===== src/rtl/gf256_arithmetic_unit_assert.svh =====
// Assertion macros shared by the GF(2^8) unit.
// GFAU_ASSERT holds a property on every edge outside reset.
// GFAU_ASSERT_NEVER flags a condition that must never be seen.
`ifndef GF256_ARITHMETIC_UNIT_ASSERT_SVH
`define GF256_ARITHMETIC_UNIT_ASSERT_SVH

`ifndef NO_ASSERTIONS
`define GFAU_ASSERT(lbl, clk, rstn, prop) \
  lbl: assert property (@(posedge clk) disable iff (!rstn) prop) \
    else $error("gfau assertion failed");
`define GFAU_ASSERT_NEVER(lbl, clk, rstn, cond) \
  lbl: assert property (@(posedge clk) disable iff (!rstn) !(cond)) \
    else $error("gfau forbidden condition seen");
`else
`define GFAU_ASSERT(lbl, clk, rstn, prop)
`define GFAU_ASSERT_NEVER(lbl, clk, rstn, cond)
`endif

`endif


===== src/rtl/gfau_pkg.sv =====
package gfau_pkg;

  // reduction term of x^8+x^4+x^3+x+1 once bit 7 shifts out
  localparam logic [7:0] GfReduce  = 8'h1b;
  localparam logic [7:0] GfHighBit = 8'h80;
  localparam int unsigned GfBits   = 8;

  // positive exponents fit in 15 bits; bit 15 is the sign
  localparam int unsigned ExpW = 15;
  localparam logic [ExpW-1:0] InvExp = 15'd254;  // a^254 = a^-1

  typedef enum logic [1:0] {
    OP_ADD = 2'd0,
    OP_MUL = 2'd1,
    OP_INV = 2'd2,
    OP_POW = 2'd3
  } req_type_e;

  typedef enum logic [0:0] {
    ST_IDLE = 1'b0,
    ST_RUN  = 1'b1
  } ctrl_state_e;

  typedef struct packed {
    logic load;   // take a new request into the datapath
    logic step;   // one square-and-multiply iteration
    logic emit;   // copy the accumulator to the output register
  } dp_cmd_t;

  typedef struct packed {
    logic exp_zero;  // no exponent bits left
  } dp_sts_t;

  function automatic logic [7:0] gf_mul(input logic [7:0] a, input logic [7:0] b);
    logic [7:0] acc;
    logic [7:0] x;
    acc = '0;
    x   = a;
    for (int k = 0; k < GfBits; k++) begin
      if (b[k]) acc = acc ^ x;
      if ((x & GfHighBit) != 8'h00) x = {x[6:0], 1'b0} ^ GfReduce;
      else x = {x[6:0], 1'b0};
    end
    return acc;
  endfunction

endpackage


===== src/rtl/gfau_req_if.sv =====
interface gfau_req_if;
  logic               valid;
  logic               ready;
  logic [1:0]         req_type;
  logic [7:0]         operand_a;
  logic [7:0]         operand_b;
  logic signed [15:0] exponent;

  modport source (output valid, req_type, operand_a, operand_b, exponent, input ready);
  modport sink   (input valid, req_type, operand_a, operand_b, exponent, output ready);
endinterface


===== src/rtl/gfau_rsp_if.sv =====
interface gfau_rsp_if;
  logic       valid;
  logic       ready;
  logic [7:0] result;

  modport source (output valid, result, input ready);
  modport sink   (input valid, result, output ready);
endinterface


===== src/rtl/gfau_datapath.sv =====
module gfau_datapath (
  input  logic               clk_i,
  input  gfau_pkg::dp_cmd_t  cmd_i,
  output gfau_pkg::dp_sts_t  sts_o,
  input  logic [1:0]         req_type_i,
  input  logic [7:0]         operand_a_i,
  input  logic [7:0]         operand_b_i,
  input  logic signed [15:0] exponent_i,
  output logic [7:0]         result_o
);

  logic [7:0]                acc_q, acc_d;
  logic [7:0]                sq_q, sq_d;
  logic [gfau_pkg::ExpW-1:0] exp_q, exp_d;
  logic [7:0]                res_q, res_d;
  gfau_pkg::req_type_e       op;

  assign op = gfau_pkg::req_type_e'(req_type_i);

  always_comb begin
    acc_d = acc_q;
    sq_d  = sq_q;
    exp_d = exp_q;
    res_d = res_q;
    if (cmd_i.load) begin
      acc_d = 8'h01;
      sq_d  = operand_a_i;
      exp_d = '0;
      case (op)
        gfau_pkg::OP_ADD: acc_d = operand_a_i ^ operand_b_i;
        gfau_pkg::OP_MUL: acc_d = gfau_pkg::gf_mul(operand_a_i, operand_b_i);
        gfau_pkg::OP_INV: exp_d = gfau_pkg::InvExp;
        gfau_pkg::OP_POW: begin
          // zero or negative exponent leaves exp at 0: result 1
          if (!exponent_i[15]) exp_d = exponent_i[gfau_pkg::ExpW-1:0];
        end
        default: acc_d = 8'h01;
      endcase
    end else if (cmd_i.step) begin
      if (exp_q[0]) acc_d = gfau_pkg::gf_mul(acc_q, sq_q);
      sq_d  = gfau_pkg::gf_mul(sq_q, sq_q);
      exp_d = exp_q >> 1;
    end
    if (cmd_i.emit) res_d = acc_q;
  end

  always_ff @(posedge clk_i) begin
    acc_q <= acc_d;
    sq_q  <= sq_d;
    exp_q <= exp_d;
    res_q <= res_d;
  end

  assign sts_o.exp_zero = (exp_q == '0);
  assign result_o       = res_q;

endmodule


===== src/rtl/gfau_ctrl.sv =====
`include "gf256_arithmetic_unit_assert.svh"

module gfau_ctrl (
  input  logic              clk_i,
  input  logic              rst_ni,
  input  logic              in_valid_i,
  output logic              in_ready_o,
  output logic              out_valid_o,
  input  logic              out_ready_i,
  output gfau_pkg::dp_cmd_t cmd_o,
  input  gfau_pkg::dp_sts_t sts_i
);

  gfau_pkg::ctrl_state_e state_q, state_d;
  logic                  out_valid_q, out_valid_d;
  logic                  out_free;

  assign out_free = !out_valid_q || out_ready_i;

  // next state
  always_comb begin
    state_d = state_q;
    case (state_q)
      gfau_pkg::ST_IDLE: begin
        if (in_valid_i) state_d = gfau_pkg::ST_RUN;
      end
      gfau_pkg::ST_RUN: begin
        if (sts_i.exp_zero && out_free) state_d = gfau_pkg::ST_IDLE;
      end
      default: state_d = gfau_pkg::ST_IDLE;
    endcase
  end

  // outputs
  always_comb begin
    in_ready_o = 1'b0;
    cmd_o      = '0;
    case (state_q)
      gfau_pkg::ST_IDLE: begin
        in_ready_o = 1'b1;
        cmd_o.load = in_valid_i;
      end
      gfau_pkg::ST_RUN: begin
        cmd_o.step = !sts_i.exp_zero;
        cmd_o.emit = sts_i.exp_zero && out_free;
      end
      default: cmd_o = '0;
    endcase
  end

  always_comb begin
    out_valid_d = out_valid_q;
    if (out_ready_i) out_valid_d = 1'b0;
    if (cmd_o.emit) out_valid_d = 1'b1;
  end

  always_ff @(posedge clk_i or negedge rst_ni) begin
    if (!rst_ni) begin
      state_q     <= gfau_pkg::ST_IDLE;
      out_valid_q <= 1'b0;
    end else begin
      state_q     <= state_d;
      out_valid_q <= out_valid_d;
    end
  end

  assign out_valid_o = out_valid_q;

  `GFAU_ASSERT(a_accept_runs, clk_i, rst_ni, (in_valid_i && in_ready_o) |=> (state_q == gfau_pkg::ST_RUN))
  `GFAU_ASSERT_NEVER(a_emit_early, clk_i, rst_ni, cmd_o.emit && !sts_i.exp_zero)
  `GFAU_ASSERT_NEVER(a_step_and_emit, clk_i, rst_ni, cmd_o.step && cmd_o.emit)
  `GFAU_ASSERT(a_finish, clk_i, rst_ni, cmd_o.emit |=> (out_valid_q && state_q == gfau_pkg::ST_IDLE))

endmodule


===== src/rtl/gf256_arithmetic_unit.sv =====
// Channel | Dir | Payload                                   | Role
// req     | in  | req_type, operand_a, operand_b, exponent  | one operation per beat
// rsp     | out | result                                    | one byte per request beat
//
// Add and multiply are computed at load and pass to the result register on emit.
// Power steps once per bit of the exponent's bit length; inverse runs a^254
// the same way. One exponent bit per cycle through the square-and-multiply
// loop; one request is in flight at a time.
// Reset (rst_ni, async, active low) clears the controller and the result valid.
// A pending result does not block the next request; only its completion waits
// until the result register is free.
module gf256_arithmetic_unit (
  input logic        clk_i,
  input logic        rst_ni,
  gfau_req_if.sink   req,
  gfau_rsp_if.source rsp
);

  gfau_pkg::dp_cmd_t cmd;
  gfau_pkg::dp_sts_t sts;

  // controller: handshakes and sequencing
  gfau_ctrl u_ctrl (
    .clk_i       (clk_i),
    .rst_ni      (rst_ni),
    .in_valid_i  (req.valid),
    .in_ready_o  (req.ready),
    .out_valid_o (rsp.valid),
    .out_ready_i (rsp.ready),
    .cmd_o       (cmd),
    .sts_i       (sts)
  );

  // datapath: operand registers, three GF multipliers (a*b at load, acc*sq and
  // sq*sq per step), result
  gfau_datapath u_dp (
    .clk_i       (clk_i),
    .cmd_i       (cmd),
    .sts_o       (sts),
    .req_type_i  (req.req_type),
    .operand_a_i (req.operand_a),
    .operand_b_i (req.operand_b),
    .exponent_i  (req.exponent),
    .result_o    (rsp.result)
  );

endmodule


===== src/flat_wrapper.sv =====
// flat-port wrapper written by rule: the top's interface ports become plain ports
module gf256_arithmetic_unit_flat 
  (clk_i, rst_ni, req_valid, req_req_type, req_operand_a, req_operand_b, req_exponent, req_ready, rsp_valid, rsp_result, rsp_ready);
  gfau_req_if req_i ();
  gfau_rsp_if rsp_i ();
  input logic clk_i;
  input logic rst_ni;
  input wire logic [$bits(req_i.valid)-1:0] req_valid;
  input wire logic [$bits(req_i.req_type)-1:0] req_req_type;
  input wire logic [$bits(req_i.operand_a)-1:0] req_operand_a;
  input wire logic [$bits(req_i.operand_b)-1:0] req_operand_b;
  input wire logic [$bits(req_i.exponent)-1:0] req_exponent;
  output wire logic [$bits(req_i.ready)-1:0] req_ready;
  output wire logic [$bits(rsp_i.valid)-1:0] rsp_valid;
  output wire logic [$bits(rsp_i.result)-1:0] rsp_result;
  input wire logic [$bits(rsp_i.ready)-1:0] rsp_ready;
  assign req_i.valid = req_valid;
  assign req_i.req_type = req_req_type;
  assign req_i.operand_a = req_operand_a;
  assign req_i.operand_b = req_operand_b;
  assign req_i.exponent = req_exponent;
  assign req_ready = req_i.ready;
  assign rsp_valid = rsp_i.valid;
  assign rsp_result = rsp_i.result;
  assign rsp_i.ready = rsp_ready;
  gf256_arithmetic_unit u_core (.clk_i(clk_i), .rst_ni(rst_ni), .req(req_i), .rsp(rsp_i));
endmodule

===== config.mk =====
export PLATFORM = sky130hd
export DESIGN_NAME = gf256_arithmetic_unit_flat
export DESIGN_NICKNAME = d
export VERILOG_FILES = /design/src/rtl/gfau_pkg.sv /design/src/rtl/gfau_req_if.sv /design/src/rtl/gfau_rsp_if.sv /design/src/rtl/gfau_datapath.sv /design/src/rtl/gfau_ctrl.sv /design/src/rtl/gf256_arithmetic_unit.sv /design/src/flat_wrapper.sv
export VERILOG_INCLUDE_DIRS = /design/src /design/src/rtl
export SDC_FILE = /design/constraint.sdc
export NUM_CORES = 1
export LEC_CHECK = 0
export ABC_CLOCK_PERIOD_IN_PS = 5630
export BUFFER_PORTS_ARGS = -buffer_cell sky130_fd_sc_hd__clkbuf_2
export CORE_ASPECT_RATIO = 1.25
export CORE_MARGIN = 10
export CORE_UTILIZATION = 49
export CTS_CLUSTER_SIZE = 10
export DETAILED_ROUTE_END_ITERATION = 10
export GPL_TIMING_DRIVEN = 0
export PLACE_DENSITY_LB_ADDON = 0.25
export SETUP_SLACK_MARGIN = 0.02
export SLEW_MARGIN = 40
export SYNTH_ARGS = -nofsm -noshare
export SYNTH_HDL_FRONTEND = slang
export SYNTH_SLANG_ARGS = --single-unit

===== constraint.sdc =====
create_clock -name clk_i -period 5.63 [get_ports clk_i]
set_input_delay 0.2815 -clock clk_i [delete_from_list [all_inputs] [get_ports clk_i]]
set_output_delay 0.2815 -clock clk_i [all_outputs]
set_load 0.05 [all_outputs]

# Yosys cells after proc, flatten, opt, wreduce, memory -nomap -nowiden
# Cells that the tools add are included.
[word_totals]
register_bits = 41
ram_bits = 0
word_cells = 224
latchBits = 0
output_inout_bits = 10
mem_count = 0
mem_bits_ro = 0
[classes]
add_sub_neg = 0
mul = 0
magnitude_cmp = 0
n_eq_ne = 3
n_shift = 0
n_mux = 161
reduce_logical = 10
div_mod_pow = 0
bitwise = 44
[ops]
columns = ["operator", "n"]
rows = [
  ["2-to-1 mux 8 bit", 127],
  ["bitwise XOR 8 bit", 22],
  ["2-to-1 mux 5 bit", 21],
  ["inverter 4 bit", 21],
  ["2-to-1 mux 15 bit", 3],
  ["one-hot mux 15 bit (2 select lines)", 1],
  ["one-hot mux 8 bit (2 select lines)", 1],
  ["logical NOT 15 bit", 1],
  ["2-to-1 mux 1 bit", 6],
  ["nonzero test 2 bit", 3],
  ["equality test 2 bit, second input constant", 2],
  ["equality test 2 x 1 -> 1 bit, second input constant", 1],
  ["logical NOT 1 bit", 2],
  ["logical NOT 2 bit", 1],
  ["2-to-1 mux 2 bit", 1],
  ["one-hot mux 1 bit (2 select lines)", 1],
  ["AND reduction 2 bit", 1],
  ["logical AND 1 bit", 1],
  ["logical OR 1 bit", 1],
  ["inverter 1 bit", 1],
]

# Depth between registers and ports, before layout
# Gate-level depths: netlist of run 1.
[depth]
word_depth = 41
depth_mapped = 9

# Hierarchy
# From an unflattened synthesis of run 1, not the netlist that was laid out.
[unflattened]
hier_cells = 563
area_unflattened_um2 = 4723.3
[modules_own_cells]
columns = ["mod", "cells_per_inst", "area_per_inst_um2", "instances"]
rows = [
  ["gfau_datapath", 551, 4611.9, 1],
  ["gfau_ctrl", 12, 111.4, 1],
]

# Worst setup path after synthesis of run 1
# No wires, ideal clock.
[synth_timing]
kind = "register -> register"
from = "register u_core.u_dp.sq_q[0]"
to = "register u_core.u_dp.sq_q[3], data pin"
stages_incl_launch_ff = 9
n_path_buf = 0
slack_ns = 3.155
period_less_slack_ns = 2.475
setup_time_ns = 0.273
required_ns = 5.357
t_arrival_ns = 2.202
cell_sequence = "edfxtp_1 -> ha_1 -> xnor2_1 -> a21oi_1 -> xor2_1 -> a22oi_1 -> xnor2_1 -> xnor2_1 -> a21oi_1"
[synth_between]
elab_chain_len = 31
word_cells_on_any_way = 42
cone_classes = "mux: 33; bitwise: 9"
[synth_lines]
columns = ["element", "line_no", "text"]
rows = [
  ["start, declared", "gfau_datapath.sv:13", "logic [7:0] sq_q, sq_d;"],
  ["start signal, assigned", "gfau_datapath.sv:49", "sq_q <= sq_d;"],
  ["2-to-1 mux 8 bit or inverter 4 bit (tied branches)", "--", ""],
  ["2-to-1 mux 8 bit or 2-to-1 mux 5 bit (tied branches)", "gfau_datapath.sv:39, gfau_pkg.sv:41", ""],
  ["2-to-1 mux 8 bit, on equally long branches", "gfau_datapath.sv:25, gfau_datapath.sv:39", ""],
  ["bitwise XOR 8 bit or 2-to-1 mux 8 bit (tied branches)", "gfau_pkg.sv:40, gfau_datapath.sv:25", ""],
  ["2-to-1 mux 8 bit or 2-to-1 mux 5 bit (tied branches)", "gfau_pkg.sv:40, gfau_pkg.sv:41", ""],
  ["2-to-1 mux 8 bit", "gfau_datapath.sv:39", "end else if (cmd_i.step) begin"],
  ["2-to-1 mux 8 bit", "gfau_datapath.sv:25", "if (cmd_i.load) begin"],
  ["bitwise XOR 8 bit or inverter 4 bit (tied branches)", "--", ""],
  ["[... 16 more ...]", "--", ""],
  ["2-to-1 mux 8 bit (*)", "gfau_pkg.sv:40", "if (b[k]) acc = acc ^ x;"],
  ["2-to-1 mux 8 bit (*)", "gfau_datapath.sv:39", ""],
  ["2-to-1 mux 8 bit (*)", "gfau_datapath.sv:25", ""],
  ["bitwise XOR 8 bit", "gfau_pkg.sv:40", ""],
  ["2-to-1 mux 8 bit (*)", "gfau_pkg.sv:40", ""],
  ["2-to-1 mux 8 bit (*)", "gfau_datapath.sv:39", ""],
  ["2-to-1 mux 8 bit (*)", "gfau_datapath.sv:25", ""],
  ["named net u_core.u_dp.sq_d[3]", "gfau_datapath.sv:13", ""],
]
# The timed path passes the listed nets; every way through them passes the cells marked *. The select of a mux whose other input is x is not followed.
# A chain may end at the register's enable or synchronous reset.

# Worst setup path in the final report of run 1
[layout_timing]
from = "register u_core.u_dp.sq_q[7]"
to = "register u_core.u_dp.sq_q[3], data pin"
[layout_between]
elab_chain_len = 31
word_cells_on_any_way = 53
cone_classes = "mux: 42; bitwise: 11"
[layout_lines]
columns = ["element", "line_no", "text"]
rows = [
  ["2-to-1 mux 5 bit", "gfau_pkg.sv:41", "if ((x & GfHighBit) != 8'h00) x = {x[6:0], 1'b0} ^ GfReduce;"],
  ["2-to-1 mux 8 bit", "gfau_datapath.sv:39", ""],
  ["2-to-1 mux 8 bit", "gfau_datapath.sv:25", ""],
  ["bitwise XOR 8 bit", "gfau_pkg.sv:40", ""],
  ["2-to-1 mux 8 bit", "gfau_pkg.sv:40", ""],
  ["2-to-1 mux 8 bit", "gfau_datapath.sv:39", ""],
  ["2-to-1 mux 8 bit", "gfau_datapath.sv:25", ""],
  ["bitwise XOR 8 bit", "gfau_pkg.sv:40", ""],
  ["[... 16 more ...]", "--", ""],
  ["2-to-1 mux 8 bit", "gfau_pkg.sv:40", ""],
  ["2-to-1 mux 8 bit", "gfau_datapath.sv:39", ""],
  ["2-to-1 mux 8 bit", "gfau_datapath.sv:25", ""],
  ["bitwise XOR 8 bit", "gfau_pkg.sv:40", ""],
  ["2-to-1 mux 8 bit (*)", "gfau_pkg.sv:40", ""],
  ["2-to-1 mux 8 bit (*)", "gfau_datapath.sv:39", ""],
  ["2-to-1 mux 8 bit (*)", "gfau_datapath.sv:25", ""],
  ["named net u_core.u_dp.sq_d[3]", "gfau_datapath.sv:13", ""],
]
# Marked as above.

==> results of run 1 <==
[cell usage after synthesis (all sizes together), types with 11 or more instances]
cell,n
a21oi,26
a22o,16
buf,26
clkbuf,25
edfxtp,39
inv,19
mux2i,18
nand2,111
nand3,11
nor2,30
nor2b,11
o21ai,23
xnor2,108
xor2,49
xor3,11
[sequential cells by signal (all words and copies together), names as in the netlist]
name                       cells
u_core.u_dp.result_o           8
u_core.u_dp.exp_q             15
u_core.u_ctrl.state_q          1
u_core.u_dp.acc_q              8
u_core.u_dp.sq_q               8
u_core.u_ctrl.out_valid_o      1
[metal layers]
| metal | global-route usage | vias up | share of wire |
|---|---|---|---|
| met5 | 0 | - | 0 |
| met4 | 0.0687 | 0 | 0.022 |
| met3 | 0.0201 | 21 | 0.047 |
| met2 | 0.310 | 157 | 0.50 |
| met1 | 0.209 | 2033 | 0.43 |
| li1 | - | 2089 | - |
[area by class of cell]
class                      instances  area (sq um)  area share
buffer                            51           239      0.0427
clock buffer                       6           129      0.0230
clock inverter                     2          15.0     0.00269
inverter                          19          71.3      0.0128
multi-input combinational        483          3560       0.637
sequential                        41          1220       0.218
tap                              129           161      0.0289
timing repair buffer              38           195      0.0349
[logic make-up after synthesis]
kind of cell | share of synthesized area
compound gates | 0.138
xor+xnor | 0.364
fa+ha+maj | 0.00493
buf+inv | 0.0611
flops | 0.240
mux | 0.0355
simple gates | 0.156
[stage by stage]
step / cell area (sq um) / hold WS, ns / util
2_1_floorplan: 5080 / -0.0141 / -
3_3_place_gp: 5430 / 0.0666 / 0.537
3_5_place_dp: 5430 / 0.0724 / 0.538
4_1_cts: 5590 / 0.203 / 0.553
5_1_grt: 5590 / 0.210 / 0.553
6_report: 5590 / 0.198 / 0.553
[worst min path at each step]
stage                   start                        end  slack, ns  cells after the start
finish              rsp_ready  u_core.u_ctrl.out_valid_o       0.20                      2
global route        rsp_ready  u_core.u_ctrl.out_valid_o       0.21                      2
CTS                 rsp_ready  u_core.u_ctrl.out_valid_o       0.20                      2
detailed placement     rst_ni  u_core.u_ctrl.out_valid_o       0.07                      1
global placement       rst_ni      u_core.u_ctrl.state_q       0.07                      1
floorplan              rst_ni  u_core.u_ctrl.out_valid_o      -0.01                      0
[what timing repair did]
action	4_1_cts	5_1_grt
buffers inserted	0	0
endpoints found under the hold margin	2	0
hold buffers	1	0
==> impl_metrics.json, run 1 <==
{
  "outcome": "finished, final reports clean",
  "critPathMaxFanout": 10,
  "synth.net_count": 634,
  "r2r_slack_ns": 2.98,
  "ctsResizeCount": 0,
  "finalHoldViolCount": 0,
  "routabilityCongestion": 0.913,
  "vias": 4300,
  "stdcell_count": 769,
  "crit_end": "u_core.u_dp.sq_q[3]",
  "cp_num_cells": 8,
  "synth_area_sq_um": 5080,
  "grt.overflow.total": 0,
  "yosysWarnings": 0,
  "finalSetupViolCount": 0,
  "clockBufferDepth": 2,
  "cts.clk_slew.worst_paths_ns": 0.06,
  "reg2reg_depth": 8,
  "rsz0062_at_grt": "no",
  "setup_tns_ns": 0,
  "antenna_found_initial": 0,
  "num_antenna_cells": 0,
  "synth-async-reset-ratio": 0.0488,
  "drt.antenna.violating_nets": 0,
  "worstReg2RegEnd": "u_core.u_dp.sq_q[3]",
  "synth_edf_count": 39,
  "cp_slowest_cell": "edfxtp_1",
  "place_inst": 760,
  "cts_made_buffers": 5,
  "layout.nets": 679,
  "critPathMaxStageDelay_ns": 0.51,
  "drc_errors": 0,
  "hold_class": "in2reg",
  "crit_start": "u_core.u_dp.sq_q[7]",
  "cts_tree": "done",
  "grt_max_degree": 24,
  "clock.fmax_ghz": 0.377,
  "pin_count": 48,
  "endpoint_kind": "flip-flop",
  "relSlewSlack": 0.598,
  "start_util": 0.503,
  "cts_root_buf": "clkbuf_16",
  "drive_gt1_frac": 0.120,
  "drt_iter0_drc": 309,
  "synth_seq_area_share": 0.240,
  "netlist_top_cells_area": "edfxtp_1 (23%), xnor2_1 (18%), nand2_1 (8.2%)",
  "synth.avg_cell_area_sq_um": 8.55,
  "r2r-start": "u_core.u_dp.sq_q[7]",
  "finalClockSkew_ns": 0.00569,
  "cts-htree-levels": 2,
  "dr.pass1.iters": 5,
  "die_area_sq_um": 14900,
  "rows": 41,
  "die_h_um": 134,
  "viasPerCell": 5.59,
  "period_minus_slack_ns": 2.65,
  "yosys_most_used_dff": "edfxtp_1",
  "io_buffers": 37,
  "critPathRequiredTime_ns": 5.65,
  "setup_slack_ns": 2.98,
  "grt_pass1_vias": 4293,
  "drv_cap": 0,
  "insertion_delay_ns": 0.29,
  "nFillCells": 923,
  "crit_type": "reg2reg",
  "grt_pass1_wl_um": 21800,
  "yosysUniqueCellTypes": 55,
  "final_cell_mix": "nand2_1 (111), xnor2_1 (106), xor2_1 (45)",
  "post_drt_wl_per_cell_um": 17.7,
  "worst-path-buf-inv": 0,
  "crit_family": "XOR/XNOR gates",
  "final_common_cell": "nand2_1",
  "wl_um": 13600,
  "grt.total_usage": 0.174,
  "synthCells": 594,
  "syn_to_final_growth_pct": 10.1,
  "report.final.slew_viol_count": 0,
  "tightest_slew_ns": 0.603,
  "yosysTopAreaCell": "edfxtp_1",
  "cts.sinks": 41,
  "die_x_um": 111,
  "startpoint_type": "flip-flop",
  "pre_cts_ws_ns": 3.00,
  "min_period_over_period": 0.471,
  "place_hpwl_um": 10300,
  "synth_seq_cells": 41,
  "synth_top_area_frac": 0.231,
  "worstPathArrival_ns": 2.67,
  "core_sq_um": 10100,
  "crit_chain": "ha_1 -> xnor2_2 -> a21oi_1 -> xor2_1 -> a22oi_1 -> xnor2_1 -> xnor2_1 -> a21oi_1"
}
Power of run 1 is left out: the tool's default activity adds up to more than one toggle a clock period on the data nets, which glitch-free logic cannot reach.
==> run 2, diff against run 1 <==
--- a/config.mk
+++ b/config.mk
@@ -6,7 +6,7 @@
 export SDC_FILE = /design/constraint.sdc
 export NUM_CORES = 1
 export LEC_CHECK = 0
-export ABC_CLOCK_PERIOD_IN_PS = 5630
+export ABC_CLOCK_PERIOD_IN_PS = 2400
 export BUFFER_PORTS_ARGS = -buffer_cell sky130_fd_sc_hd__clkbuf_2
 export CORE_ASPECT_RATIO = 1.25
 export CORE_MARGIN = 10
==> constraint.sdc (replaced) <==
create_clock -name clk_i -period 2.4 [get_ports clk_i]
set_input_delay 0.12 -clock clk_i [delete_from_list [all_inputs] [get_ports clk_i]]
set_output_delay 0.12 -clock clk_i [all_outputs]
set_load 0.05 [all_outputs]
==> run 2 against run 1 <==
  * The run now ends with setup timing left
  * Critical path depth unchanged
  * Count of clock-buffer cells in the layout shrank 1
  * Non-clock buffer count up 7
  * First-iteration DRC count fell by 5.8%
==> impl_metrics.json, run 2 (synthesized netlist as in run 1, its figures left out) <==
{
  "finalHoldViolCount": 0,
  "report.final.slew_viol_count": 0,
  "critPathMaxFanout": 5,
  "finalSetupViolCount": 1,
  "grt_pass1_wl_um": 22800,
  "violations": "setup timing",
  "largest_register": "u_core.u_dp.exp_q",
  "grt.total_usage": 0.182,
  "relSlewSlack": 0.611,
  "finalClockSkew_ns": 0.00612,
  "wl_um": 14200,
  "start_util": 0.503,
  "worst_path_most_repeated_cell": "xor2_1",
  "num_antenna_cells": 0,
  "cts-htree-levels": 2,
  "min_period_over_period": 1.03,
  "grt_pass1_vias": 4475,
  "final_util": 0.578,
  "crit_family": "XOR/XNOR gates",
  "routabilityCongestion": 0.965,
  "grt_util_met1": 0.210,
  "core_sq_um": 10100,
  "largest_register_ffs": 15,
  "viasPerCell": 5.60,
  "layout.nets": 686,
  "insertion_delay_ns": 0.29,
  "critPathRequiredTime_ns": 2.43,
  "setup_slack_ns": -0.0715,
  "io_buffers": 37,
  "cp_slowest_cell": "xor3_2",
  "worstPathArrival_ns": 2.51,
  "clock.fmax_ghz": 0.405,
  "grt_use_met2": 0.331,
  "rows": 41,
  "final_cell_mix": "nand2_1 (111), xnor2_1 (104), clkbuf_2 (46)",
  "grt.overflow.total": 0,
  "post_drt_wl_per_cell_um": 18.3,
  "die_h_um": 134,
  "crit_chain": "buf_6 -> xor3_2 -> xor2_1 -> nand2_1 -> xor2_1 -> xnor2_1 -> and3_1 -> or3_4",
  "final_common_cell": "nand2_1",
  "syn_to_final_growth_pct": 15.0,
  "drt.antenna.violating_nets": 0,
  "cts_tree": "done",
  "die_area_sq_um": 14900,
  "die_x_um": 111,
  "endpoint_kind": "flip-flop",
  "outcome": "complete, but fails checks",
  "pin_count": 48,
  "gr-max-usage-layer": "met2",
  "drc_errors": 0,
  "clockBufferDepth": 2,
  "worst-path-buf-inv": 1,
  "cts_made_buffers": 5,
  "drive_gt1_frac": 0.173,
  "antenna_found_initial": 0,
  "crit_type": "reg2reg",
  "period_minus_slack_ns": 2.47,
  "stdcell_count": 776,
  "hold_class": "in2reg",
  "rsz0062_at_grt": "yes",
  "cts.sinks": 41,
  "critPathMaxStageDelay_ns": 0.43,
  "drt_iter0_drc": 291,
  "dr.pass1.iters": 6,
  "vias": 4347,
  "startpoint_type": "flip-flop",
  "use_met3": 0.0268,
  "tightest_slew_ns": 0.584,
  "cts_root_buf": "clkbuf_16",
  "cts.clk_slew.worst_paths_ns": 0.06,
  "whs_ns": 0.0403,
  "place_inst": 760,
  "grt_max_degree": 24,
  "place_hpwl_um": 10500,
  "drv_cap": 0
}
## run 2: routing by layer
| layer | up-vias | wire length [um] |
|---|---|---|
| li1 | 2092 | - |
| met1 | 2075 | 5800 |
| met2 | 154 | 7300 |
| met3 | 26 | 746 |
| met4 | 0 | 334 |
| met5 | - | 0 |
## run 2: final cells by class
class | instances | area (sq um)
multi-input combinational | 483 | 3700
fill | 909 | 4270
timing repair buffer | 49 | 285
buffer | 47 | 255
clock inverter | 3 | 22.5
inverter | 19 | 71.3
sequential | 41 | 1220
tap | 129 | 161
clock buffer | 5 | 125
## run 2: final timing paths
check	from	cells after the start	to	slack, ns
max in group asynchronous	rst_ni	2	u_core.u_ctrl.state_q	2.14
worst max-delay path	u_core.u_dp.acc_q[6]	8	u_core.u_dp.acc_q[3]	-0.07
worst max register to register	u_core.u_dp.acc_q[6]	8	u_core.u_dp.acc_q[3]	-0.07
min in group asynchronous	rst_ni	2	u_core.u_ctrl.out_valid_o	0.17
worst min-delay path	rsp_ready	2	u_core.u_ctrl.out_valid_o	0.04
worst min register to register	u_core.u_dp.acc_q[3]	0	u_core.u_dp.result_o[3]	0.46
## run 2: repair_timing
action,in CTS,in global routing
buffers inserted,9,3
endpoints found under the setup margin,9,11
cloned,0,0
resized for setup,21,23
endpoints found under the hold margin,2,0
hold buffers,1,0
pin swaps,5,16
## run 2: metrics by stage
stage          cell area, sq um  TNS, ns  setup slack, ns
2_1_floorplan              5090        0            0.117
3_3_place_gp               5430   -0.714           -0.173
3_5_place_dp               5430   -0.875           -0.236
4_1_cts                    5760  -0.0291          -0.0291
5_1_grt                    5840   -0.234           -0.147
6_report                   5840  -0.0715          -0.0715
Power of run 2 is left out for the same reason.
==> run 3, diff against run 2 <==
--- a/config.mk
+++ b/config.mk
@@ -8,9 +8,12 @@
 export LEC_CHECK = 0
 export ABC_CLOCK_PERIOD_IN_PS = 2400
 export BUFFER_PORTS_ARGS = -buffer_cell sky130_fd_sc_hd__clkbuf_2
+export CAP_MARGIN = 0
+export CELL_PAD_IN_SITES_DETAIL_PLACEMENT = 0
+export CELL_PAD_IN_SITES_GLOBAL_PLACEMENT = 1
 export CORE_ASPECT_RATIO = 1.25
 export CORE_MARGIN = 10
-export CORE_UTILIZATION = 49
+export CORE_UTILIZATION = 42
 export CTS_CLUSTER_SIZE = 10
 export DETAILED_ROUTE_END_ITERATION = 10
 export GPL_TIMING_DRIVEN = 0
==> run 3 against run 2 <==
  * The flow still finishes with violations (setup timing)
  * Wire length is 2.7% higher
  * Sequential share of layout area down 0.61 points
  * Maximum frequency rose by 1.9%
  * Count of clock-buffer cells in the layout unchanged
  * Hold slack better by 0.0084 ns
  * Largest cell class unchanged
==> impl_metrics.json, run 3 (synthesized netlist as in run 1, its figures left out) <==
{
  "critPathMaxFanout": 3,
  "drv_cap": 0,
  "relSlewSlack": 0.470,
  "largest_register": "u_core.u_dp.exp_q",
  "clockBufferDepth": 2,
  "endpoint_kind": "flip-flop",
  "finalClockSkew_ns": 0.0113,
  "syn_to_final_growth_pct": 18.4,
  "pre_cts_ws_ns": -0.251,
  "drt.antenna.violating_nets": 0,
  "cts.sinks": 41,
  "drt_iter0_drc": 253,
  "cts_made_buffers": 5,
  "drive_gt1_frac": 0.199,
  "critPathRequiredTime_ns": 2.42,
  "finalHoldViolCount": 0,
  "cts_root_buf": "clkbuf_16",
  "routabilityCongestion": 0.874,
  "final_cell_mix": "nand2_1 (111), xnor2_1 (100), clkbuf_2 (47)",
  "post_drt_wl_per_cell_um": 17.8,
  "period_minus_slack_ns": 2.43,
  "rows": 44,
  "clock.fmax_ghz": 0.412,
  "insertion_delay_ns": 0.29,
  "finalSetupViolCount": 1,
  "largest_register_ffs": 15,
  "vias": 4384,
  "violations": "setup timing",
  "core_sq_um": 11700,
  "start_util": 0.433,
  "crit_type": "reg2reg",
  "place_hpwl_um": 10800,
  "dr.pass1.iters": 5,
  "wl_um": 14600,
  "final_common_cell": "nand2_1",
  "num_antenna_cells": 0,
  "grt_pass1_wl_um": 22900,
  "cts_tree": "done",
  "grt_pass1_vias": 4308,
  "min_period_over_period": 1.01,
  "die_x_um": 118,
  "die_area_sq_um": 16900,
  "grt.total_usage": 0.164,
  "tightest_slew_ns": 0.794,
  "report.final.slew_viol_count": 0,
  "worstPathArrival_ns": 2.45,
  "layout.nets": 698,
  "setup_slack_ns": -0.0251,
  "viasPerCell": 5.35,
  "outcome": "complete, but fails checks",
  "drc_errors": 0,
  "hold_class": "in2reg",
  "antenna_found_initial": 0,
  "cts-htree-levels": 2,
  "die_h_um": 143,
  "rsz0062_at_grt": "yes",
  "pin_count": 48,
  "grt.overflow.total": 0,
  "io_buffers": 37,
  "startpoint_type": "flip-flop",
  "grt_max_degree": 24,
  "cts.clk_slew.worst_paths_ns": 0.06
}
## run 3: cell types whose count changed in the layout (fill, tap and decap cells not counted), moves of 2 or more
cell	delta
buf_4	+11
xnor2_1	-4
clkbuf_4	+3
xnor2_2	+3
xor2_2	+2
## run 3: repair_timing
action	4_1_cts	5_1_grt
endpoints found under the hold margin	2	0
endpoints found under the setup margin	10	11
buffers inserted	8	14
hold buffers	1	0
resized for setup	21	31
pin swaps	8	8
## run 3: layout make-up
| class | instances | area (sq um) |
|---|---|---|
| Buffer | 48 | 267 |
| Multi-Input combinational cell | 483 | 3740 |
| Clock inverter | 3 | 22.5 |
| Timing Repair Buffer | 60 | 364 |
| Clock buffer | 5 | 125 |
| Fill cell | 1121 | 5710 |
| Sequential cell | 41 | 1220 |
| Inverter | 19 | 71.3 |
| Tap cell | 161 | 201 |
## run 3: path summary, 6_finish.rpt
check	from	endpoint	slack (ns)	cells after the start
min in group asynchronous	rst_ni	u_core.u_ctrl.state_q	0.15	2
max reg2reg	u_core.u_dp.acc_q[2]	u_core.u_dp.acc_q[3]	-0.03	8
min	rsp_ready	u_core.u_ctrl.out_valid_o	0.05	2
max	u_core.u_dp.acc_q[2]	u_core.u_dp.acc_q[3]	-0.03	8
max in group asynchronous	rst_ni	u_core.u_ctrl.out_valid_o	2.15	2
min reg2reg	u_core.u_dp.acc_q[3]	u_core.u_dp.result_o[3]	0.46	0
## run 3: through the flow
step | hold WS, ns | instances | utilization | TNS (ns) | area [sq um]
final | 0.0488 | 820 | 0.513 | -0.0251 | 6010
after global routing | 0.0658 | 820 | 0.513 | -0.191 | 6010
after CTS | 0.0517 | 808 | 0.493 | -0.104 | 5780
after detailed placement | -0.0886 | 792 | 0.467 | -1.12 | 5470
after global placement | -0.0939 | 792 | 0.467 | -1.03 | 5470
after floorplan | -0.176 | 594 | - | 0 | 5090
## run 3: critical path, cell delays in order, from the launching register on
cell and delay, ns:
edfxtp_1 0.41, buf_4 0.16, xor3_2 0.43, xor2_1 0.16, nand2_1 0.10, xor2_2 0.18, xnor2_2 0.18, and3_1 0.18
or3_4 0.36
## run 3: per-layer routing
metal / GRT usage / up-vias / wire length, um
met5: 0 / - / 0
met4: 0.0541 / 0 / 282
met3: 0.0134 / 24 / 512
met2: 0.296 / 130 / 7430
met1: 0.201 / 2114 / 6340
li1: - / 2116 / -
Power of run 3 is left out for the same reason.
